==> config.mk <==
export PLATFORM = sky130hd
export DESIGN_NAME = gbf_job_fifo
export DESIGN_NICKNAME = d
export VERILOG_FILES = /design/src/hdl/guided_bilateral_filter_core_assert.svh /design/src/hdl/gbf_pkg.sv /design/src/hdl/gbf_job_fifo.sv
export SDC_FILE = /design/constraint.sdc
export NUM_CORES = 1
export LEC_CHECK = 0
export ABC_AREA = 1
export BUFFER_PORTS_ARGS = -buffer_cell sky130_fd_sc_hd__buf_2
export CORE_MARGIN = 1
export CORE_UTILIZATION = 51
export CTS_BUF_LIST = sky130_fd_sc_hd__clkbuf_8 sky130_fd_sc_hd__clkbuf_16
export DETAILED_ROUTE_END_ITERATION = 10
export PLACE_DENSITY = 0.89
export SLEW_MARGIN = 20
export SYNTH_ARGS = -nofsm -noshare
export SYNTH_HDL_FRONTEND = slang
export SYNTH_SLANG_ARGS = --single-unit
==> constraint.sdc <==
create_clock -name clk_i -period 1.7 [get_ports clk_i]
set_input_delay 0.17 -clock clk_i [delete_from_list [all_inputs] [get_ports clk_i]]
set_output_delay 0.17 -clock clk_i [all_outputs]
set_load 0.02 [all_outputs]
==> src/hdl/guided_bilateral_filter_core_assert.svh <==
`ifndef GUIDED_BILATERAL_FILTER_CORE_ASSERT_SVH
`define GUIDED_BILATERAL_FILTER_CORE_ASSERT_SVH

// never and implication checks on clk_i, muted in reset
`ifndef SYNTHESIS
`define GBF_ASSERT_NEVER(lbl, expr, msg) \
  lbl: assert property (@(posedge clk_i) disable iff (!rst_ni) !(expr)) else $error(msg);
`define GBF_ASSERT_IMPL(lbl, ante, cons, msg) \
  lbl: assert property (@(posedge clk_i) disable iff (!rst_ni) (ante) |-> (cons)) else $error(msg);
`else
`define GBF_ASSERT_NEVER(lbl, expr, msg)
`define GBF_ASSERT_IMPL(lbl, ante, cons, msg)
`endif

`endif

==> src/hdl/gbf_pkg.sv <==
package gbf_pkg;

  localparam int HIST_DEPTH = 16392;
  localparam int ADDR_W = 15;
  localparam int WIDTH_W = 13;
  localparam int POS_W = 12;
  localparam int FILL_W = 15;
  localparam int PIX_W = 16;
  localparam int WT_W = 32;
  localparam int ACC_W = 56;
  localparam int TAPS = 25;
  localparam int SP_N = 6;
  localparam int RANGE_TABLE_SIZE = 256;
  localparam int FIFO_DEPTH = 2;
  localparam int FIFO_PTR_W = 1;
  localparam int CFG_IDX_W = 4;
  localparam logic [63:0] EXP_STEP_Q32 = 64'd4292581866;

  localparam logic [CFG_IDX_W-1:0] CFG_WIDTH  = 4'd0;
  localparam logic [CFG_IDX_W-1:0] CFG_HEIGHT = 4'd1;
  localparam logic [CFG_IDX_W-1:0] CFG_SP0    = 4'd2;
  localparam logic [CFG_IDX_W-1:0] CFG_SP8    = 4'd7;

  typedef logic [PIX_W-1:0] rom_t [RANGE_TABLE_SIZE];

  typedef struct packed {
    logic [ADDR_W-1:0] caddr;
    logic              filt;
    logic              fend;
  } job_t;

  typedef struct packed {
    logic              en;
    logic [ADDR_W-1:0] addr;
    logic [31:0]       data;
  } wr_req_t;

  typedef enum logic [3:0] {
    ST_IDLE, ST_CEN_A, ST_CEN_D, ST_TAP_A, ST_TAP_D, ST_TAP_M, ST_PREP, ST_DIV, ST_OUT
  } back_state_e;

  // spatial weight slot per tap, raster order over the window
  localparam logic [2:0] SP_SEL [TAPS] = '{
    3'd5, 3'd4, 3'd3, 3'd4, 3'd5,
    3'd4, 3'd2, 3'd1, 3'd2, 3'd4,
    3'd3, 3'd1, 3'd0, 3'd1, 3'd3,
    3'd4, 3'd2, 3'd1, 3'd2, 3'd4,
    3'd5, 3'd4, 3'd3, 3'd4, 3'd5
  };

  function automatic rom_t build_rom();
    rom_t        t;
    logic [63:0] r;
    logic [63:0] a;
    logic [63:0] q2;
    logic [63:0] v;
    r  = 64'd1 << 32;
    a  = EXP_STEP_Q32;
    q2 = (EXP_STEP_Q32 * EXP_STEP_Q32 + 64'h8000_0000) >> 32;
    for (int i = 0; i < RANGE_TABLE_SIZE; i++) begin
      v = (r + 64'h8000) >> 16;
      t[i] = (v > 64'd65535) ? 16'hFFFF : v[15:0];
      r = (r * a + 64'h8000_0000) >> 32;
      a = (a * q2 + 64'h8000_0000) >> 32;
    end
    return t;
  endfunction

  localparam rom_t RANGE_ROM = build_rom();

endpackage

==> src/hdl/gbf_job_fifo.sv <==
module gbf_job_fifo (
  input  logic          clk_i,
  input  logic          rst_ni,
  input  logic          push_i,
  input  gbf_pkg::job_t job_i,
  output logic          full_o,
  output logic          valid_o,
  output gbf_pkg::job_t job_o,
  input  logic          pop_i
);
  import gbf_pkg::*;

  job_t                  slot_q [FIFO_DEPTH];
  logic [FIFO_PTR_W-1:0] wr_q, rd_q;
  logic [FIFO_PTR_W:0]   cnt_q;

  assign full_o  = cnt_q == (FIFO_PTR_W+1)'(FIFO_DEPTH);
  assign valid_o = cnt_q != '0;
  assign job_o   = slot_q[rd_q];

  always_ff @(posedge clk_i) begin
    if (push_i) slot_q[wr_q] <= job_i;
  end

  always_ff @(posedge clk_i or negedge rst_ni) begin
    if (!rst_ni) begin
      wr_q  <= '0;
      rd_q  <= '0;
      cnt_q <= '0;
    end else begin
      if (push_i) wr_q <= wr_q + FIFO_PTR_W'(1);
      if (pop_i) rd_q <= rd_q + FIFO_PTR_W'(1);
      cnt_q <= cnt_q + (FIFO_PTR_W+1)'(push_i) - (FIFO_PTR_W+1)'(pop_i);
    end
  end

endmodule

After elaboration in Yosys (flattened, before gate mapping)
Memories as Yosys holds them, arrays and structs flattened. Index checks and enable logic that the tools add are counted.

Memories: 1. Logic and storage cells: 12. Input port bits: 21. Register bits: 4. Memory bits (writable): 34.

Memory list: slot_q (depth 2, bits a word 17, rd ports 1, clocked after memory_dff 0, write ports 1, RTL line gbf_job_fifo.sv:13) `job_t slot_q [FIFO_DEPTH];`.

Muxes and demuxes: 2. Equality and inequality tests: 1. Reductions and logical operators: 1. Add/subtract/negate cells: 4.

Operators with widths (number): 1-bit adder, second input constant (2); 2-bit by 1-bit adder with 2-bit output (1); 2-bit == test, second input constant (1); 1-bit two-way mux (2); 2-bit nonzero test (1); 2-bit by 1-bit subtractor with 2-bit output (1).

Logic depth before layout (Yosys ltp)
Depth in word-level cells: 2. Mapped depth: 7. Gate-level depth less buffers: 7.

Worst setup path before layout
Ideal clock, no wire load.

Kind: reg2reg. Start: register wr_q. End: memory slot_q[0][0] (netlist name), enable pin. Stages on the path, launching flop included: 2. Path slack: 0.164 ns. Data required time: 1.309 ns. Arrival: 1.145 ns. Cell sequence: dfrtp_1 > nor2_1.

RTL lines: start, declared (RTL line gbf_job_fifo.sv:14) `logic [FIFO_PTR_W-1:0] wr_q, rd_q;`; start signal, assigned (RTL line gbf_job_fifo.sv:31) `if (push_i) wr_q <= wr_q + FIFO_PTR_W'(1);`; end, declared (RTL line gbf_job_fifo.sv:13).

Straight into the memory's write port.

==> results.md <==
* DR vias at 920
* Sequential area share after synthesis at 0.722
* WHS Endpoint: slot_q[1][6]
* RD Place Congestion at 0.650
* Die Area at 3270 sq um
* Min-delay src: job_i[6]
* Worst r2r dst: cnt_q[1]
* Post-synth ARST share at 0.105
* Share of post-route cells with drive strength above 1 at 0.393
* Ys Warns at 0
* Max_cap viols at 0
* Final net count at roughly 190
* Setup slack on the worst flop-to-flop path at ~0.53 ns
* Top cells by area, synth: edfxtp_1, o21ai_2, dfrtp_1
* Critical Path RT at 1.53 ns
* Critical Path AT at 1.26 ns
* FF/Latch Area at 1120 sq um
* Reg2reg start: cnt_q[0]
* Top-Level Pins at 40
* Pwr/cell area at 1680 nW/um^2
* Yosys cell types at 12
* Via density at approximately 4.7
* CTS Buffer Depth at 2
* Die span in x at approximately 57 um
* Number of core rows at 19
* Min-Delay Path Class: in2reg
* Mapped Cells at 114
* Core Area at 2830 sq um
* Largest net degree at the start of global routing at 25
* Synthesized cell area at 1550 sq um
* Tcrit/Tclk final at 0.844
* 1st-pass router iterations at 7
* FF-to-FF path depth at 7
* Layout Utilization at 0.663
* Fin crit period at 1.43 ns
* Routed Antenna Nets at 0
* Tightest Pin Transition at approximately 0.29 ns
* Synth Flop Type: edfxtp_1
* CTS Buf Count at 5
* Syn Nets at roughly 140
* DP Area at 1770 sq um
* Peak VDD IR at 0.00115 V
* Number of setup buffers added after CTS at 0
* Clk_skew at 0.00329 ns
* Multi-input gate area at 279 sq um
* Total Power at 3.15 mW
* Yosys top cell area share at 0.658
* P&R area growth vs syn at 20.8%
* Diode count at 0
* RSZ-0062 raised after global routing: false
* Setup_tns at 0 ns
* WS Path Type: reg2out
* Number of synthesized flops with an enable pin at 34
* Status: finished, violations left
* Hold_buf cts at 1
* Post-synth top area cell: edfxtp_1
* Vias in the first global route at 915
* DR WL/cell at 11.9 um
* Crit path max fanout at 24
* Post-synth top cells: edfxtp_1, inv_1, nand2_1
* Post-detailed-routing wire length at ~2.3 mm
* Cell area after layout at 1880 sq um
* Initial antenna violation count at 0
* Max_slew headroom at 0.808
* CP Capture Type: output port
* Startpoint types: register
* Count leader, synth: edfxtp_1
* Gr usage total at 0.164
* Initial core utilization at 0.549
* First-pass GRT wire length at 3.88 mm
* Clk root buf: clkbuf_8
* Failing checks: design-rule violations
* Clk pin slew, worst setup/hold paths at 0.07 ns
* H-tree depth at 2
* Final slew viol count at 0
* Detailed-placement wirelength estimate at around 1.8 mm
* DP Cell Count at approximately 190
* Final Non-Filler Cells at 194
* Post-CTS sizing at 0
* Layout fillers at 216
* Setup-failing EPs final at 0
* Grt ovf at 0
* CTS tree: yes
* Height of the die at around 57 um
* Worst-Skew Late Latency at 0.28 ns
* Flops & latches, synth at 38
* 1st-iter DRT viols at 27
* Max frequency at 0.697 GHz
* Hold Vio Cnt, Final at 0
* Mean Syn Cell Area at 13.6 sq um
* Drc violations at 8
* Static Leakage at 0.861 nW
* Hold path cells at 1
* CTS sink count at 38
* Port Buffers at 39
[registers in the layout, indices dropped and copies added, names as in the netlist]
signal and flops:
wr_q 1, cnt_q 2, rd_q 1, slot_q 34
[per-stage QoR]
stage	hold WS, ns	setup slack, ns
2_1_floorplan	-0.126	0.164
3_5_place_dp	-0.0152	0.538
6_report	0.0740	0.266
5_1_grt	0.0570	0.133
3_3_place_gp	-0.0172	0.585
4_1_cts	0.0645	0.233
[area by class of cell]
cell class,count,share of cell area
multi-input cells,48,0.149
clock buffers,6,0.0440
inverters,24,0.0480
repair buffers,45,0.136
clock inverters,2,0.00467
flip-flops and latches,38,0.598
well taps,31,0.0207
[cells by family (layout without fill, tap and decap cells)]
kind of cell / Yosys count / count (layout) / synth area share
xor gates and xnor gates: 2 / 2 / 0.0113
adders and majority gates: 2 / 2 / 0.0161
and+or+nand+nor: 27 / 27 / 0.0661
DFF: 38 / 38 / 0.722
buffers and inverters: 28 / 77 / 0.0983
AOI/OAI and AO/OA: 17 / 17 / 0.0862
[worst max-delay path by stage]
stage | from | slack (ns) | to
2_1_floorplan | wr_q | 0.16 | slot_q[0][0]
3_3_place_gp | rd_q | 0.58 | job_o[10]
3_5_place_dp | cnt_q[0] | 0.54 | cnt_q[1]
4_1_cts | rd_q | 0.23 | job_o[1]
5_1_grt | rd_q | 0.13 | job_o[11]
6_report | rd_q | 0.27 | job_o[1]
[power breakdown]
group | switching, mW | leakage, nW | total (mW) | internal (mW)
Clock | 0.282 | 0.0524 | 0.603 | 0.320
Sequential | 0.0654 | 0.366 | 1.32 | 1.25
Combinational | 0.802 | 0.442 | 1.23 | 0.425
Total | 1.15 | 0.861 | 3.15 | 2.00
[worst max-delay path, cell delays in order (launching register included)]
cell	delay (ns)
dfrtp_1	0.34
buf_4	0.29
nand2_1	0.11
o21ai_2	0.07
buf_2	0.17
[per-layer routing]
layer	wire [um]	track usage	up-vias
met5	0	0	-
met4	0	0.0627	0
met3	170	0.0658	0
met2	1160	0.282	36
met1	974	0.183	417
li1	-	-	467
[placed cells by master, fill, tap and decap left out]
cell,instances
ha_1,2
clkbuf_8,6
buf_2,39
edfxtp_1,34
nand3_1,1
clkinv_2,1
buf_4,4
o21ai_2,13
nand2_1,24
nor2_1,2
inv_1,25
xor2_1,2
buf_12,1
o21ai_0,4
dfrtp_1,4
dlygate4sd3_1,1
Note: power is estimated with default switching activity, not from simulation.
