## config.mk

```make
export PLATFORM = sky130hd
export DESIGN_NAME = gbf_front
export DESIGN_NICKNAME = d
export VERILOG_FILES = /design/src/hdl/guided_bilateral_filter_core_assert.svh /design/src/hdl/gbf_pkg.sv /design/src/hdl/gbf_front.sv
export SDC_FILE = /design/constraint.sdc
export NUM_CORES = 1
export LEC_CHECK = 0
export BUFFER_PORTS_ARGS = -buffer_cell sky130_fd_sc_hd__buf_2
export CORE_ASPECT_RATIO = 0.7
export CORE_MARGIN = 3
export CORE_UTILIZATION = 45
export CTS_CLUSTER_DIAMETER = 80
export DETAILED_ROUTE_END_ITERATION = 6
export GPL_TIMING_DRIVEN = 0
export PLACE_DENSITY = 0.75
export SETUP_SLACK_MARGIN = 0.4
export SYNTH_ARGS = -nofsm -noshare
export SYNTH_HDL_FRONTEND = slang
export SYNTH_SLANG_ARGS = --single-unit
```

## constraint.sdc

```tcl
create_clock -name clk_i -period 6.7 [get_ports clk_i]
set_input_delay 0.67 -clock clk_i [delete_from_list [all_inputs] [get_ports clk_i]]
set_output_delay 0.67 -clock clk_i [all_outputs]
set_load 0.02 [all_outputs]
```

## src/hdl/guided_bilateral_filter_core_assert.svh

```systemverilog
`ifndef GUIDED_BILATERAL_FILTER_CORE_ASSERT_SVH
`define GUIDED_BILATERAL_FILTER_CORE_ASSERT_SVH

// never and implication checks on clk_i, muted in reset
`ifndef SYNTHESIS
`define GBF_ASSERT_NEVER(lbl, expr, msg) \
  lbl: assert property (@(posedge clk_i) disable iff (!rst_ni) !(expr)) else $error(msg);
`define GBF_ASSERT_IMPL(lbl, ante, cons, msg) \
  lbl: assert property (@(posedge clk_i) disable iff (!rst_ni) (ante) |-> (cons)) else $error(msg);
`else
`define GBF_ASSERT_NEVER(lbl, expr, msg)
`define GBF_ASSERT_IMPL(lbl, ante, cons, msg)
`endif

`endif

```

## src/hdl/gbf_pkg.sv

```systemverilog
package gbf_pkg;

  localparam int HIST_DEPTH = 16392;
  localparam int ADDR_W = 15;
  localparam int WIDTH_W = 13;
  localparam int POS_W = 12;
  localparam int FILL_W = 15;
  localparam int PIX_W = 16;
  localparam int WT_W = 32;
  localparam int ACC_W = 56;
  localparam int TAPS = 25;
  localparam int SP_N = 6;
  localparam int RANGE_TABLE_SIZE = 256;
  localparam int FIFO_DEPTH = 2;
  localparam int FIFO_PTR_W = 1;
  localparam int CFG_IDX_W = 4;
  localparam logic [63:0] EXP_STEP_Q32 = 64'd4292581866;

  localparam logic [CFG_IDX_W-1:0] CFG_WIDTH  = 4'd0;
  localparam logic [CFG_IDX_W-1:0] CFG_HEIGHT = 4'd1;
  localparam logic [CFG_IDX_W-1:0] CFG_SP0    = 4'd2;
  localparam logic [CFG_IDX_W-1:0] CFG_SP8    = 4'd7;

  typedef logic [PIX_W-1:0] rom_t [RANGE_TABLE_SIZE];

  typedef struct packed {
    logic [ADDR_W-1:0] caddr;
    logic              filt;
    logic              fend;
  } job_t;

  typedef struct packed {
    logic              en;
    logic [ADDR_W-1:0] addr;
    logic [31:0]       data;
  } wr_req_t;

  typedef enum logic [3:0] {
    ST_IDLE, ST_CEN_A, ST_CEN_D, ST_TAP_A, ST_TAP_D, ST_TAP_M, ST_PREP, ST_DIV, ST_OUT
  } back_state_e;

  // spatial weight slot per tap, raster order over the window
  localparam logic [2:0] SP_SEL [TAPS] = '{
    3'd5, 3'd4, 3'd3, 3'd4, 3'd5,
    3'd4, 3'd2, 3'd1, 3'd2, 3'd4,
    3'd3, 3'd1, 3'd0, 3'd1, 3'd3,
    3'd4, 3'd2, 3'd1, 3'd2, 3'd4,
    3'd5, 3'd4, 3'd3, 3'd4, 3'd5
  };

  function automatic rom_t build_rom();
    rom_t        t;
    logic [63:0] r;
    logic [63:0] a;
    logic [63:0] q2;
    logic [63:0] v;
    r  = 64'd1 << 32;
    a  = EXP_STEP_Q32;
    q2 = (EXP_STEP_Q32 * EXP_STEP_Q32 + 64'h8000_0000) >> 32;
    for (int i = 0; i < RANGE_TABLE_SIZE; i++) begin
      v = (r + 64'h8000) >> 16;
      t[i] = (v > 64'd65535) ? 16'hFFFF : v[15:0];
      r = (r * a + 64'h8000_0000) >> 32;
      a = (a * q2 + 64'h8000_0000) >> 32;
    end
    return t;
  endfunction

  localparam rom_t RANGE_ROM = build_rom();

endpackage

```

## src/hdl/gbf_front.sv

```systemverilog
module gbf_front (
  input  logic                          clk_i,
  input  logic                          rst_ni,
  input  logic                          in_valid_i,
  input  logic                          in_kind_i,
  input  logic [31:0]                   in_data_i,
  input  logic [gbf_pkg::WIDTH_W-1:0]   w_eff_i,
  input  logic [gbf_pkg::WIDTH_W-1:0]   h_eff_i,
  output logic                          job_push_o,
  output gbf_pkg::job_t                 job_o,
  output gbf_pkg::wr_req_t              wr_o
);
  import gbf_pkg::*;

  logic [ADDR_W-1:0] wp_q, wp_d;
  logic [FILL_W-1:0] fill_q, fill_d;
  logic [POS_W-1:0]  ox_q, ox_d, oy_q, oy_d;
  logic [FILL_W-1:0] lat, cb;
  logic [ADDR_W:0]   cdiff;
  logic              pix, flsh, emit, interior, col_end, row_end;

  always_comb begin
    pix  = in_valid_i && !in_kind_i;
    flsh = in_valid_i && in_kind_i;
    lat  = {1'b0, w_eff_i, 1'b0} + FILL_W'(2);
    emit = pix ? (fill_q >= lat) : (flsh && fill_q != '0);
    cb   = pix ? fill_q : fill_q - FILL_W'(1);
    interior = ox_q >= POS_W'(2) && ({1'b0, ox_q} + WIDTH_W'(2)) < w_eff_i &&
               oy_q >= POS_W'(2) && ({1'b0, oy_q} + WIDTH_W'(2)) < h_eff_i;
    col_end = ({1'b0, ox_q} + WIDTH_W'(1)) >= w_eff_i;
    row_end = ({1'b0, oy_q} + WIDTH_W'(1)) >= h_eff_i;
    if (wp_q >= fill_q) begin
      cdiff = {1'b0, wp_q} - {1'b0, fill_q};
    end else begin
      cdiff = {1'b0, wp_q} + (ADDR_W+1)'(HIST_DEPTH) - {1'b0, fill_q};
    end
    job_push_o  = emit;
    job_o.caddr = cdiff[ADDR_W-1:0];
    job_o.filt  = interior && cb >= lat;
    job_o.fend  = col_end && row_end;
    wr_o.en   = pix;
    wr_o.addr = wp_q;
    wr_o.data = in_data_i;

    wp_d   = wp_q;
    fill_d = fill_q;
    ox_d   = ox_q;
    oy_d   = oy_q;
    if (pix) begin
      wp_d = (wp_q == ADDR_W'(HIST_DEPTH - 1)) ? '0 : wp_q + ADDR_W'(1);
      if (!emit) fill_d = fill_q + FILL_W'(1);
    end else if (emit) begin
      fill_d = fill_q - FILL_W'(1);
    end
    if (emit) begin
      if (col_end) begin
        ox_d = '0;
        oy_d = row_end ? '0 : oy_q + POS_W'(1);
      end else begin
        ox_d = ox_q + POS_W'(1);
      end
    end
  end

  always_ff @(posedge clk_i or negedge rst_ni) begin
    if (!rst_ni) begin
      wp_q   <= '0;
      fill_q <= '0;
      ox_q   <= '0;
      oy_q   <= '0;
    end else begin
      wp_q   <= wp_d;
      fill_q <= fill_d;
      ox_q   <= ox_d;
      oy_q   <= oy_d;
    end
  end

endmodule

```

# Word level (Yosys, flattened, before mapping)
# Cells that the tools add are included.
# op_classes
n_mux,9
n_eq_ne,2
n_addsub,13
n_reduce_logical,13
n_lt_le_gt_ge,9
# ops
op,n
15-bit two-way mux,6
15-bit >= comparator,3
"15-bit by 1-bit adder with 15-bit output, second input constant",2
15-bit subtractor,2
"12-bit by 1-bit adder with 13-bit output, second input constant",2
"12-bit by 2-bit adder with 13-bit output, second input constant",2
13-bit >= comparator,2
13-bit < comparator,2
"12-bit by 1-bit adder with 12-bit output, second input constant",2
"12-bit by 2-bit >= comparator with 1-bit output, second input constant",2
12-bit two-way mux,2
"14-bit by 2-bit adder with 15-bit output, second input constant",1
"15-bit adder, second input constant",1
"15-bit equality test, second input constant",1
15-bit nonzero test,1
"15-bit by 1-bit subtractor with 15-bit output, second input constant",1
1-bit logical AND,8
2-bit AND reduction,2
"2-bit inequality test, second input constant",1
2-bit nonzero test,1
1-bit logical NOT,1
1-bit two-way mux,1
# word_totals
reg_bits,54
wordCells,50
input_bits,62

# Longest topological paths before layout
# Gate-level depths: netlist of run 1.
# logic_depth
depth_word,6
depth_mapped,17
depth_no_buf,15

# Worst setup path before layout of run 1
# No wires, ideal clock.
# synth_path
path_type,register -> output
from,reg fill_q[1]
to,out job_o[1] (netlist name)
path_stages_with_launch,13
path_slack_ps,2884
n_path_buf,0
t_arrival_ps,3146
path_cell_list,dfrtp_1 > inv_1 > ha_1 > nor4b_4 > nand3_1 > nor4_2 > nand3_1 > xnor2_1 > ha_1 > o2111ai_1 > nand2_1 > nand4_1 > nor4b_1
# synth_lines
item,line,rtl
"start, declared",gbf_front.sv:16,"logic [FILL_W-1:0] fill_q, fill_d;"
"start signal, assigned",gbf_front.sv:73,fill_q <= fill_d;
"end, declared",gbf_front.sv:10,"output gbf_pkg::job_t job_o,"

# Worst setup path in the final report of run 1
# layout_path
from,in w_eff_i[2] (netlist name)
to,out job_push_o
# layout_between
elab_chain_len,3
# layout_rtl
item,line,rtl
"start, declared",gbf_front.sv:7,"input logic [gbf_pkg::WIDTH_W-1:0] w_eff_i,"
14-bit by 2-bit adder with 15-bit output,gbf_front.sv:25,"lat = {1'b0, w_eff_i, 1'b0} + FILL_W'(2);"
15-bit >= comparator,gbf_front.sv:26,emit = pix ? (fill_q >= lat) : (flsh && fill_q != '0);
1-bit two-way mux,gbf_front.sv:26,
"end, declared",gbf_front.sv:9,"output logic job_push_o,"
# Every way passes these cells.

==> results of run 1 <==
flip-flops by register name, summed over array words and instances (netlist names):
| name | flops |
|---|---|
| fill_q | 15 |
| wp_q | 15 |
| ox_q | 12 |
| oy_q | 12 |
Yosys cell counts (all sizes together) (24+ instances only):
master | number | share of area, %
nor2 | 66 | 3.4
inv | 89 | 4.4
xnor2 | 80 | 9.2
ha | 121 | 20
o21ai | 51 | 3.7
nand3 | 33 | 2.2
a21oi | 41 | 2.8
buf | 48 | 4.8
nand4 | 24 | 2.0
nand2 | 68 | 3.4
xor2 | 29 | 3.3
dfrtp | 54 | 18
stage by stage:
step           util, %  setup WS (ns)  hold WS [ns]  cells
2_1_floorplan        -           2.88         0.374    924
3_3_place_gp      50.9           2.21         0.538   1244
3_5_place_dp      50.9           2.14         0.544   1244
4_1_cts           51.8           2.12         0.558   1252
5_1_grt           51.9           1.66         0.493   1252
6_report          51.9           2.02         0.428   1252
power groups by stage:
stage	Combinational (mW)	Sequential (mW)	Clock, mW
6_report	1.81	0.530	0.277
2_1_floorplan	1.33	0.513	0
3_3_place_gp	1.75	0.533	0
5_1_grt	2.04	0.544	0.293
4_1_cts	1.80	0.530	0.283
3_5_place_dp	1.79	0.535	0
final cells by class:
class                           count  area [sq um]  share of cell area, %
Buffer                             62           419                   4.91
Tap cell                          225           282                   3.30
Clock inverter                      1          8.76                  0.103
Timing Repair Buffer               95           478                   5.60
Multi-Input combinational cell    719          5510                   64.6
Clock buffer                        7           143                   1.67
Inverter                           89           334                   3.92
Sequential cell                    54          1350                   15.8
critical path, stage by stage:
cell and delay (ns):
buf_2 0.12, inv_1 0.08, nor3_1 0.31, and3_1 0.27
nand2_1 0.07, nor3_1 0.50, nand2_1 0.15, xnor2_1 0.28
ha_1 0.28, and3_1 0.16, a2111o_1 0.40, o311a_1 0.15
o21ai_2 0.16, inv_1 0.20, buf_2 0.21
worst min path at each step:
stage / startpoint / slack, ns / depth (start not counted) / to
after floorplan: rst_ni / 0.37 / 0 / fill_q[0]$_DFFE_PN0P_
after detailed placement: wp_q[6]$_DFFE_PN0P_ / 0.54 / 1 / wp_q[6]$_DFFE_PN0P_
after global routing: rst_ni / 0.49 / 1 / fill_q[11]$_DFFE_PN0P_
final: rst_ni / 0.43 / 1 / wp_q[12]$_DFFE_PN0P_
after CTS: wp_q[6]$_DFFE_PN0P_ / 0.56 / 1 / wp_q[6]$_DFFE_PN0P_
after global placement: wp_q[6]$_DFFE_PN0P_ / 0.54 / 1 / wp_q[6]$_DFFE_PN0P_
per-layer routing:
layer | share of wire (%) | global-route usage (%) | routed length [um] | vias to the layer above
met1 | 51 | 32.5 | 9810 | 3126
met5 | 0 | 0 | 0 | -
met2 | 41 | 30.1 | 7910 | 238
met4 | 0.87 | 3.44 | 168 | 0
met3 | 7.3 | 3.42 | 1420 | 18
li1 | - | - | - | 3397
logic make-up after synthesis:
group / share of synthesized area [%]
buf+inv: 9.89
compound gates: 15.8
flops: 17.7
fa+ha+maj: 23.6
mux: 0.526
xor+xnor: 12.5
simple gates: 20.0
==> impl_metrics.tcl, run 1 <==
set metrics [dict create \
    antenna_found_initial 0 \
    fmax_mhz 214 \
    drtIter0Drc 461 \
    grt_pass1_wl_mm 31.7 \
    pwr-share-comb_pct 69.2 \
    p_int_mw 1.28 \
    worst_ep_arrival_time_ns 4.01 \
    synth_seq_cells 54 \
    drive_above_1_share_pct 17.5 \
    grt_pass1_vias 6317 \
    outcome "completed" \
    synth.cell_area_sq_um 7620 \
    final_common_cell "ha_1" \
    num_antenna_cells 0 \
    synth_ff_type "dfrtp_1" \
    syn-num-nets 1121 \
    timing.rr.start "oy_q[0]$_DFFE_PN0P_" \
    chipHeight_um 115 \
    drc_errors 0 \
    ant_nets 0 \
    clkPwrFrac_pct 10.6 \
    cts_max_level 2 \
    gp_congestion 0.905 \
    crit_type "in -> out" \
    crit_end "job_push_o" \
    async_flop_share_pct 100 \
    power_density_nw_per_um2 307 \
    synth_edf_count 0 \
    portBuffers 95 \
    power.sequential.fraction_pct 20.2 \
    cts_tree "yes" \
    post_cts_resized 0 \
    power.total_mw 2.62 \
    final_area_sq_um 8530 \
    clkTransAtPathRegs_ns 0.07 \
    start_util_pct 46.3 \
    area_delta_synth_final_pct 12.0 \
    syn_avg_cell_area_sq_um 8.24 \
    die_w_um 162 \
    r2r_slack_ns 3.05 \
    clockBufferDepth 2 \
    track_usage_pct 20.8 \
    regToRegEndpoint "oy_q[4]$_DFFE_PN0P_" \
    maxSlewHeadroom_pct 52.4 \
    synthesis.instances 924 \
    viasPerCell 5.41 \
    drv_cap 0 \
    yosysWarningCount 0 \
    first_pass_iters 5 \
    fin_tns_setup_ns 0 \
    wl_mm 19.3 \
    end_kind "output pin" \
    crit_start "w_eff_i[2]" \
    clk_latency_ns 0.30 \
    hold_buffers 0 \
    finalClockSkew_ns 0.00420 \
    clock-sinks 54 \
    seq_area_frac_synth_pct 17.7 \
    rsz0062_at_grt "false" \
    switching_share_pct 51.2 \
    leakagePower_nw 4.09 \
    final.min_clock_period_ns 4.68 \
    cts_setup_buffers 0 \
    worstHoldPathType "in -> async" \
    ios 128 \
    critPathMaxFanout 6 \
    layout_common_cells "121 x ha_1, 101 x buf_2, 89 x inv_1" \
    crit_path_start_kind "primary input" \
    finalCritPeriodShare_pct 69.8 \
    rows 39 \
    dr_total_vias 6779 \
    nFillCells 1575 \
    dp_hpwl_mm 16.0 \
    finalSetupViolCount 0 \
    dpl_cell_area_sq_um 8370 \
    root_buffer "clkbuf_16" \
    cp.required_ns 6.03 \
    hold_viol 0 \
    p_sw_mw 1.34 \
    fp.coreArea_sq_um 16400 \
    nNetsFinal 1223 \
    ir_worst_vdd_mv 0.495 \
    synth.distinct_cells 73 \
    grt_overflow 0 \
    fp.dieArea_sq_um 18500 \
    cts_made_buffers 5 \
    grt_max_degree 55 \
    r2r_cells 12 \
    max_slew.worst_pin.slew_ns 0.715 \
    routedWlPerCell_um 15.4 \
    slew_violations 0 \
]
No activity file was read; power rests on OpenSTA's default activity.
==> inputs of run 2 (changes only) <==
==> constraint.sdc (replaced) <==
create_clock -name clk_i -period 4.49 [get_ports clk_i]
set_input_delay 0.449 -clock clk_i [delete_from_list [all_inputs] [get_ports clk_i]]
set_output_delay 0.449 -clock clk_i [all_outputs]
set_load 0.02 [all_outputs]
==> impl_metrics.tcl, run 2 (same netlist as run 1, synthesis figures left out) <==
set metrics [dict create \
    outcome "completed" \
    crit_chain "buf_2 > inv_1 > nor3_2 > and3_1 > nand3_1 > nor4_2 > xnor2_1 > ha_1 > a21o_1 > a211oi_2 > nand4_1 > o21ai_4 > inv_1 > buf_2" \
    cts_made_buffers 5 \
    cts_max_level 2 \
    fp.dieArea_sq_um 18500 \
    die_w_um 162 \
    end_kind "output pin" \
    cts_tree "yes" \
    grt_overflow 0 \
    cp.buffers_inverters 4 \
    power_density_nw_per_um2 459 \
    critPathMaxFanout 6 \
    num_antenna_cells 0 \
    ir_worst_vdd_mv 0.740 \
    layout_common_cells "119 x ha_1, 102 x buf_2, 87 x inv_1" \
    worst_ep_arrival_time_ns 3.46 \
    clkTransAtPathRegs_ns 0.07 \
    drive_above_1_share_pct 19.9 \
    drtIter0Drc 523 \
    drc_errors 0 \
    maxSlewHeadroom_pct 51.8 \
    portBuffers 95 \
    root_buffer "clkbuf_16" \
    chipHeight_um 115 \
    top_regs "fill_q (15), wp_q (15)" \
    regToRegEndpoint "ox_q[8]$_DFFE_PN0P_" \
    timing.rr.start "ox_q[1]$_DFFE_PN0P_" \
    hold_viol 0 \
    start_util_pct 46.3 \
    slew_violations 0 \
    nNetsFinal 1231 \
    rsz0062_at_grt "true" \
    worstHoldPathType "in -> async" \
    hold_buffers 0 \
    gp_congestion 0.905 \
    met1_usage_pct 32.6 \
    first_pass_iters 5 \
    fin_util_pct 52.6 \
    fin_ws_ns 0.583 \
    crit_type "in -> out" \
    leakagePower_nw 4.15 \
    final.min_clock_period_ns 3.91 \
    clock-sinks 54 \
    fmax_mhz 256 \
    max_slew.worst_pin.slew_ns 0.722 \
    finalClockSkew_ns 0.00658 \
    dp_slack_ns 0.374 \
    wl_mm 19.6 \
    routedWlPerCell_um 15.5 \
    area_delta_synth_final_pct 13.6 \
    antenna_found_initial 0 \
    grt_pass1_wl_mm 31.7 \
    dr_total_vias 6810 \
    nFillCells 1559 \
    crit_slowest_cell "o21ai_4" \
    fin_tns_setup_ns 0 \
    viasPerCell 5.40 \
    grt_pass1_vias 6329 \
    grt_max_degree 55 \
    r2r_slack_ns 0.95 \
    r2r_cells 12 \
    clockBufferDepth 2 \
    grt_busiest_layer "met1" \
    ant_nets 0 \
    worst-path-stages 14 \
    grt_use_met2_pct 30.2 \
    cp.required_ns 4.04 \
    finalSetupViolCount 0 \
    met3_usage_pct 3.31 \
    worst_path_dominant_cell_family "simple AND/OR/NAND/NOR gates" \
    finalCritPeriodShare_pct 87.0 \
    track_usage_pct 20.8 \
    rows 39 \
    final_common_cell "ha_1" \
    drv_cap 0 \
    crit_path_start_kind "primary input" \
    worst_hold_slack_ns 0.204 \
    ios 128 \
    clk_latency_ns 0.30 \
    critical-path-max-stage-delay_ns 0.31 \
    dp_hpwl_mm 16.0 \
    fp.coreArea_sq_um 16400 \
]
## run 2: cell count changes in the layout (fill, tap and decap cells not counted), sizes merged
cell    before  now
buf        143  152
clkbuf      21   20
## run 2: cell type report
type / count / area (sq um) / area share (%)
inverters: 89 / 334 / 3.86
clock buffers: 7 / 143 / 1.65
well taps: 225 / 282 / 3.25
repair buffers: 103 / 538 / 6.21
clock inverters: 1 / 8.76 / 0.101
plain buffers: 62 / 423 / 4.89
multi-input cells: 719 / 5570 / 64.4
flip-flops and latches: 54 / 1360 / 15.7
## run 2: metrics by stage
stage                     cell area (sq um)  power [mW]  cells
after floorplan                        7620        2.76    924
after global placement                 8370        3.40   1244
after detailed placement               8370        3.46   1244
after CTS                              8560        3.91   1252
after global routing                   8660        4.35   1260
final                                  8660        3.98   1260
## run 2: report_power, final
part	leakage, nW	total, mW	internal (mW)	switching [mW]
clock network	0.0745	0.416	0.225	0.191
registers	0.665	0.793	0.590	0.203
logic	3.41	2.77	1.13	1.64
## run 2: routing by layer
metal / wire length [um] / vias to the layer above
li1: - / 3411
met1: 9930 / 3162
met2: 8090 / 223
met3: 1420 / 14
met5: 0 / -
met4: 127 / 0
## run 2: how the worst max path moves through the flow
stage,from,end,slack (ns)
after floorplan,fill_q[1]$_DFFE_PN0P_,job_o[1],0.89
after global placement,w_eff_i[2],job_push_o,0.44
after detailed placement,w_eff_i[2],job_push_o,0.37
after CTS,fill_q[1]$_DFFE_PN0P_,job_o[1],0.37
after global routing,w_eff_i[2],job_push_o,0.32
final,w_eff_i[2],job_push_o,0.58
## run 2: repair_timing
| item | CTS | global route |
|---|---|---|
| buffers inserted | 0 | 8 |
| setup endpoints to repair | 6 | 22 |
| pin swaps | 0 | 6 |
| hold endpoints to repair | 0 | 0 |
| resized for setup | 8 | 15 |
